`src/sv/cia_pkg.sv`:
```
// Types and constants shared by the checked integer ALU files
`timescale 1ns / 1ps

package cia_pkg;

   localparam int DATA_WIDTH   = 32;
   localparam int PROD_WIDTH   = 2 * DATA_WIDTH;
   localparam int DIV_STEPS    = DATA_WIDTH;
   // front register, operand preparation, divider cells, result register
   localparam int PIPE_LATENCY = DIV_STEPS + 3;

   localparam logic signed [DATA_WIDTH-1:0] INT_MAX = {1'b0, {(DATA_WIDTH-1){1'b1}}};
   localparam logic signed [DATA_WIDTH-1:0] INT_MIN = {1'b1, {(DATA_WIDTH-1){1'b0}}};

   typedef enum logic [1:0] {
      OP_ADD = 2'd0,
      OP_SUB = 2'd1,
      OP_MUL = 2'd2,
      OP_DIV = 2'd3
   } opcode_type;

   typedef struct packed {
      logic [1:0]                   opcode;
      logic signed [DATA_WIDTH-1:0] left_operand;
      logic signed [DATA_WIDTH-1:0] right_operand;
   } req_type;

   typedef struct packed {
      logic signed [DATA_WIDTH-1:0] result_value;
      logic                         error_flag;
   } rsp_type;

   // item as it travels down the divider chain
   typedef struct packed {
      logic                  valid;
      logic [1:0]            opcode;
      logic [DATA_WIDTH-1:0] value;
      logic                  error;
      logic                  quo_neg;
      logic                  div_zero;
      logic [DATA_WIDTH-1:0] rem;
      logic [DATA_WIDTH-1:0] quo;
      logic [DATA_WIDTH-1:0] den;
   } cia_stage_type;

endpackage

```
`src/sv/cia_cell.sv`:
```
// One restoring-division cell: produces one quotient bit and passes the item on
`timescale 1ns / 1ps

module cia_cell import cia_pkg::*; (
   input  logic          clock,
   input  logic          reset,
   input  cia_stage_type stage_in,
   output cia_stage_type stage_out
);

   logic [DATA_WIDTH:0]   shifted;
   logic [DATA_WIDTH:0]   diff;
   logic                  ge;
   cia_stage_type         stage_in_w;
   cia_stage_type         stage_ff;

   assign shifted = {stage_in.rem, stage_in.quo[DATA_WIDTH-1]};
   assign diff    = shifted - {1'b0, stage_in.den};
   assign ge      = (shifted >= {1'b0, stage_in.den});

   always_comb begin
      stage_in_w       = stage_in;
      // drop the valid mark while reset is high
      stage_in_w.valid = stage_in.valid && !reset;
      stage_in_w.rem   = ge ? diff[DATA_WIDTH-1:0] : shifted[DATA_WIDTH-1:0];
      stage_in_w.quo   = {stage_in.quo[DATA_WIDTH-2:0], ge};
   end

   always_ff @(posedge clock) begin
      stage_ff <= stage_in_w;
   end

   assign stage_out = stage_ff;

endmodule

```
`config.mk`:
```
export PLATFORM = sky130hd
export DESIGN_NAME = cia_cell
export DESIGN_NICKNAME = d
export VERILOG_FILES = /design/src/sv/cia_pkg.sv /design/src/sv/cia_cell.sv
export SDC_FILE = /design/constraint.sdc
export NUM_CORES = 1
export LEC_CHECK = 0
export BUFFER_PORTS_ARGS = -buffer_cell sky130_fd_sc_hd__buf_2
export CORE_MARGIN = 10
export CORE_UTILIZATION = 44
export CTS_CLUSTER_SIZE = 28
export DETAILED_ROUTE_END_ITERATION = 8
export GPL_TIMING_DRIVEN = 0
export PLACE_DENSITY = 0.79
export SYNTH_ARGS = -nofsm -noshare
export SYNTH_HDL_FRONTEND = slang
export SYNTH_SLANG_ARGS = --single-unit
```
`constraint.sdc`:
```
create_clock -name clock -period 3.7 [get_ports clock]
set_input_delay 0.185 -clock clock [delete_from_list [all_inputs] [get_ports clock]]
set_output_delay 0.185 -clock clock [all_outputs]
set_load 0.01 [all_outputs]
```
Word level (Yosys, flattened, before mapping):

Cells that the tools add are included.

* register bits after elaboration: 134
* word-level logic and storage cells: 14

* $add $sub $neg: 1
* $lt $le $gt $ge: 1
* reduce and logical (&&, ||, !) cells: 2
* multiplexer cells: 1

Operators by type and width (number)
* 33-bit by 32-bit >= comparator with 1-bit output: 1
* 32-bit two-way mux: 1
* 32-bit subtractor: 1
* 1-bit logical AND: 1
* 1-bit logical NOT: 1

Depth between registers and ports, before layout:

* word-level depth: 2
* depth in mapped cells: 13
* gate-level depth less buffers: 12

Worst setup path after synthesis:

No wires, ideal clock.

* kind: input-to-reg
* start point: in stage_in[7] (netlist bit)
* end point: reg stage_ff, in the netlist stage_out[77]
* slack: 878 ps
* cell stages on the path: 12
* buffers on the path: 2
* data arrival time: 2698 ps
* path through: inv_1 > ha_1 > buf_2 > nand4_1 > or4_1 > a21oi_1 > nor3_1 > a211oi_2 > o21ai_2 > o31ai_4 > buf_4 > mux2_1

RTL lines
* start, declared: RTL line cia_cell.sv:7 `input cia_stage_type stage_in,`
* end signal, assigned: RTL line cia_cell.sv:30 `stage_ff <= stage_in_w;`
* end, declared: RTL line cia_cell.sv:15 `cia_stage_type stage_ff;`

==> impl_metrics.json <==
{
  "status": "completed",
  "route.detailed.drc": 0,
  "dieArea_sq_mm": 0.01575,
  "period_minus_slack_ps": 3374,
  "p_leak_nw": 4.145,
  "io_pins": 270,
  "ys_seq_area_frac": 0.5476,
  "syn_nets": 649,
  "power_density_mw_per_mm2": 504.4,
  "synth_area_sq_mm": 0.004898,
  "slew_headroom": 0.6236,
  "async_reset_ff_frac": 0,
  "finalMaxSlewViolations": 0,
  "dr.pass1.iters": 5,
  "fin_crit_sh": 0.9118,
  "yosys-top-cells-area": "dfxtp_1 (55%), ha_1 (8.2%), a21oi_1 (5.7%), inv_1 (2.9%), nor2_1 (2.7%)",
  "cp_max_fo": 4,
  "cp_data_arrival_time_ps": 3790,
  "whs_path_depth": 2,
  "ir_worst_vdd_mv": 0.3502,
  "synth_warnings": 0,
  "critPathKind": "in2reg",
  "synth_largest_area_cell": "dfxtp_1",
  "fmax_ghz": 0.2964,
  "portBuffers": 269,
  "hold_path_end": "stage_out[99]$_DFF_P_",
  "ys_types": 48,
  "pre_cts_ws_ps": 153.6,
  "synthTopCellsByCount": "dfxtp_1 (134), a21oi_1 (56), inv_1 (38)",
  "cts_resized": 0,
  "required_ps": 4120,
  "start_util": 0.4499,
  "antenna_found_initial": 0,
  "min_path_type": "in2reg",
  "cp-start-kind": "primary input",
  "place_congestion": 0.8579,
  "setup_viol": 0,
  "cts_tree": "done",
  "largest_register_ffs": 134,
  "synth_ff_type": "dfxtp_1",
  "finalPower_w": 0.004237,
  "ys_ff_latch": 134,
  "clockBufferDepth": 2,
  "dieHeight_um": 125.5,
  "synth_edf_count": 0,
  "area_growth_pct": 71.47,
  "track_usage": 0.2608,
  "syn_avg_cell_area_sq_um": 10.21,
  "cts_max_level": 4,
  "drive_gt1_frac": 0.3529,
  "wl_um": 21220,
  "worst_slack_ps": 326.2,
  "hold_viol": 0,
  "layout.nets": 1075,
  "critPathCaptureType": "register",
  "grt_start_max_net_pins": 17,
  "postRouteAntennaNets": 0,
  "placedInstanceArea_sq_mm": 0.006420,
  "vias_per_cell": 4.941,
  "placementRows": 38,
  "postSynthCellCount": 480,
  "clk_pin_slew_ps": 60,
  "cts_root_buf": "clkbuf_8",
  "cts_buffers": 17,
  "fill_cells": 692,
  "synth.most_common_cell": "dfxtp_1",
  "post-dp-hpwl_um": 13460,
  "grt_first_pass_wirelength_um": 32440,
  "vias": 5233,
  "core_area_sq_mm": 0.01089,
  "rsz0062_at_grt": "false",
  "finalSetupTns_ps": 0,
  "drtIter0Drc": 359,
  "cts.sinks": 134,
  "wl_per_cell_um": 20.03,
  "first_global_vias": 5668,
  "stdcell_area_sq_mm": 0.008399,
  "drv_cap": 0,
  "grt_overflow": 0,
  "holdCritStartpoint": "stage_in[99]",
  "die_w_um": 125.5,
  "yosysTopAreaCellShare": 0.5476,
  "worstMarginPinSlew_ps": 562.0
}
==> where the power goes <==
part	switching [W]	internal, W	total (W)
sequential	0.0000423	0.00158	0.00162
combinational	0.000456	0.000414	0.000870
clock	0.000661	0.00108	0.00174
==> critical path, cell delays in order <==
cell and delay (ps):
dlygate4sd3_1 540, buf_2 110, inv_1 40, ha_1 200
fa_1 400, nand2b_1 180, a21oi_1 170, o21ai_0 230
o311a_1 410, a31oi_1 310, a21oi_1 220, o41ai_1 380
xor2_1 110, mux2_1 320
==> metrics by stage <==
step | hold WS (ps) | cells | util
2_1_floorplan | 212.7 | 480 | -
5_1_grt | 286.0 | 1058 | 0.7712
4_1_cts | 262.8 | 1055 | 0.7691
3_3_place_gp | 288.0 | 889 | 0.5896
3_5_place_dp | 288.7 | 889 | 0.5896
6_report | 287.0 | 1059 | 0.7714
==> how the worst max path moves through the flow <==
| stage | endpoint | from | slack (ps) | cells after the start |
|---|---|---|---|---|
| final | stage_out[94]$_DFF_P_ | stage_in[63] | 330 | 14 |
| after global placement | stage_out[77]$_DFF_P_ | stage_in[12] | 170 | 13 |
| after detailed placement | stage_out[77]$_DFF_P_ | stage_in[12] | 150 | 13 |
| after floorplan | stage_out[77]$_DFF_P_ | stage_in[7] | 880 | 12 |
| after CTS | stage_out[77]$_DFF_P_ | stage_in[12] | 110 | 14 |
| after global routing | stage_out[94]$_DFF_P_ | stage_in[63] | 180 | 14 |
==> area by class of cell <==
type                    count  area (sq um)  share of cell area
repair buffers            407          2720              0.3238
flip-flops and latches    134          2683              0.3194
multi-input cells         290          1983              0.2361
clock buffers              21         459.2             0.05467
well taps                 140         175.2             0.02086
clock inverters            10         143.9             0.01713
inverters                  38         142.6             0.01698
plain buffers              18         90.09             0.01073
diodes                      1         2.502           0.0002979
==> timing repair <==
action,in CTS,in global routing
endpoints found under the setup margin,0,14
hold endpoints to repair,133,0
setup buffers,0,3
hold buffers,135,0
==> kinds of logic (layout without fill, tap and decap cells) <==
logic type	Yosys count	after routing	synth area share
AOI/OAI and AO/OA	119	119	0.1494
xor gates and xnor gates	27	27	0.04828
adders and majority gates	33	33	0.08582
buffers and inverters	56	494	0.04751
DFF	134	134	0.5476
muxes	11	11	0.02503
other	0	1	0
and+or+nand+nor	100	100	0.09630
==> layout by cell type, fill, tap and decap left out, drive strengths merged, types with 2 or more instances in the layout <==
master and count:
nor4 4, o21ai 18, nor2 35, or4 2, ha 32, a21oi 56
nand2 26, dlygate4sd3 135, clkinvlp 3, and4 2, o31ai 2, nor2b 4
a2bb2oi 2, nand3 8, clkbuf 28, nor3 2, mux2 10, a21o 12
o21bai 3, a31oi 5, nand2b 3, nand4 8, o21a 6, inv 41
xnor2 15, o211ai 4, and2 2, a211oi 4, xor2 12, bufinv 3
buf 283, o22ai 2, dfxtp 134
==> routing by layer <==
layer,vias to the layer above,track usage,wire length [um]
met1,2450,0.2646,7844
met4,0,0.09011,575
met3,42,0.08703,1490
met5,-,0,0
li1,2496,-,-
met2,245,0.4856,11310
No activity file was read; power rests on OpenSTA's default activity.
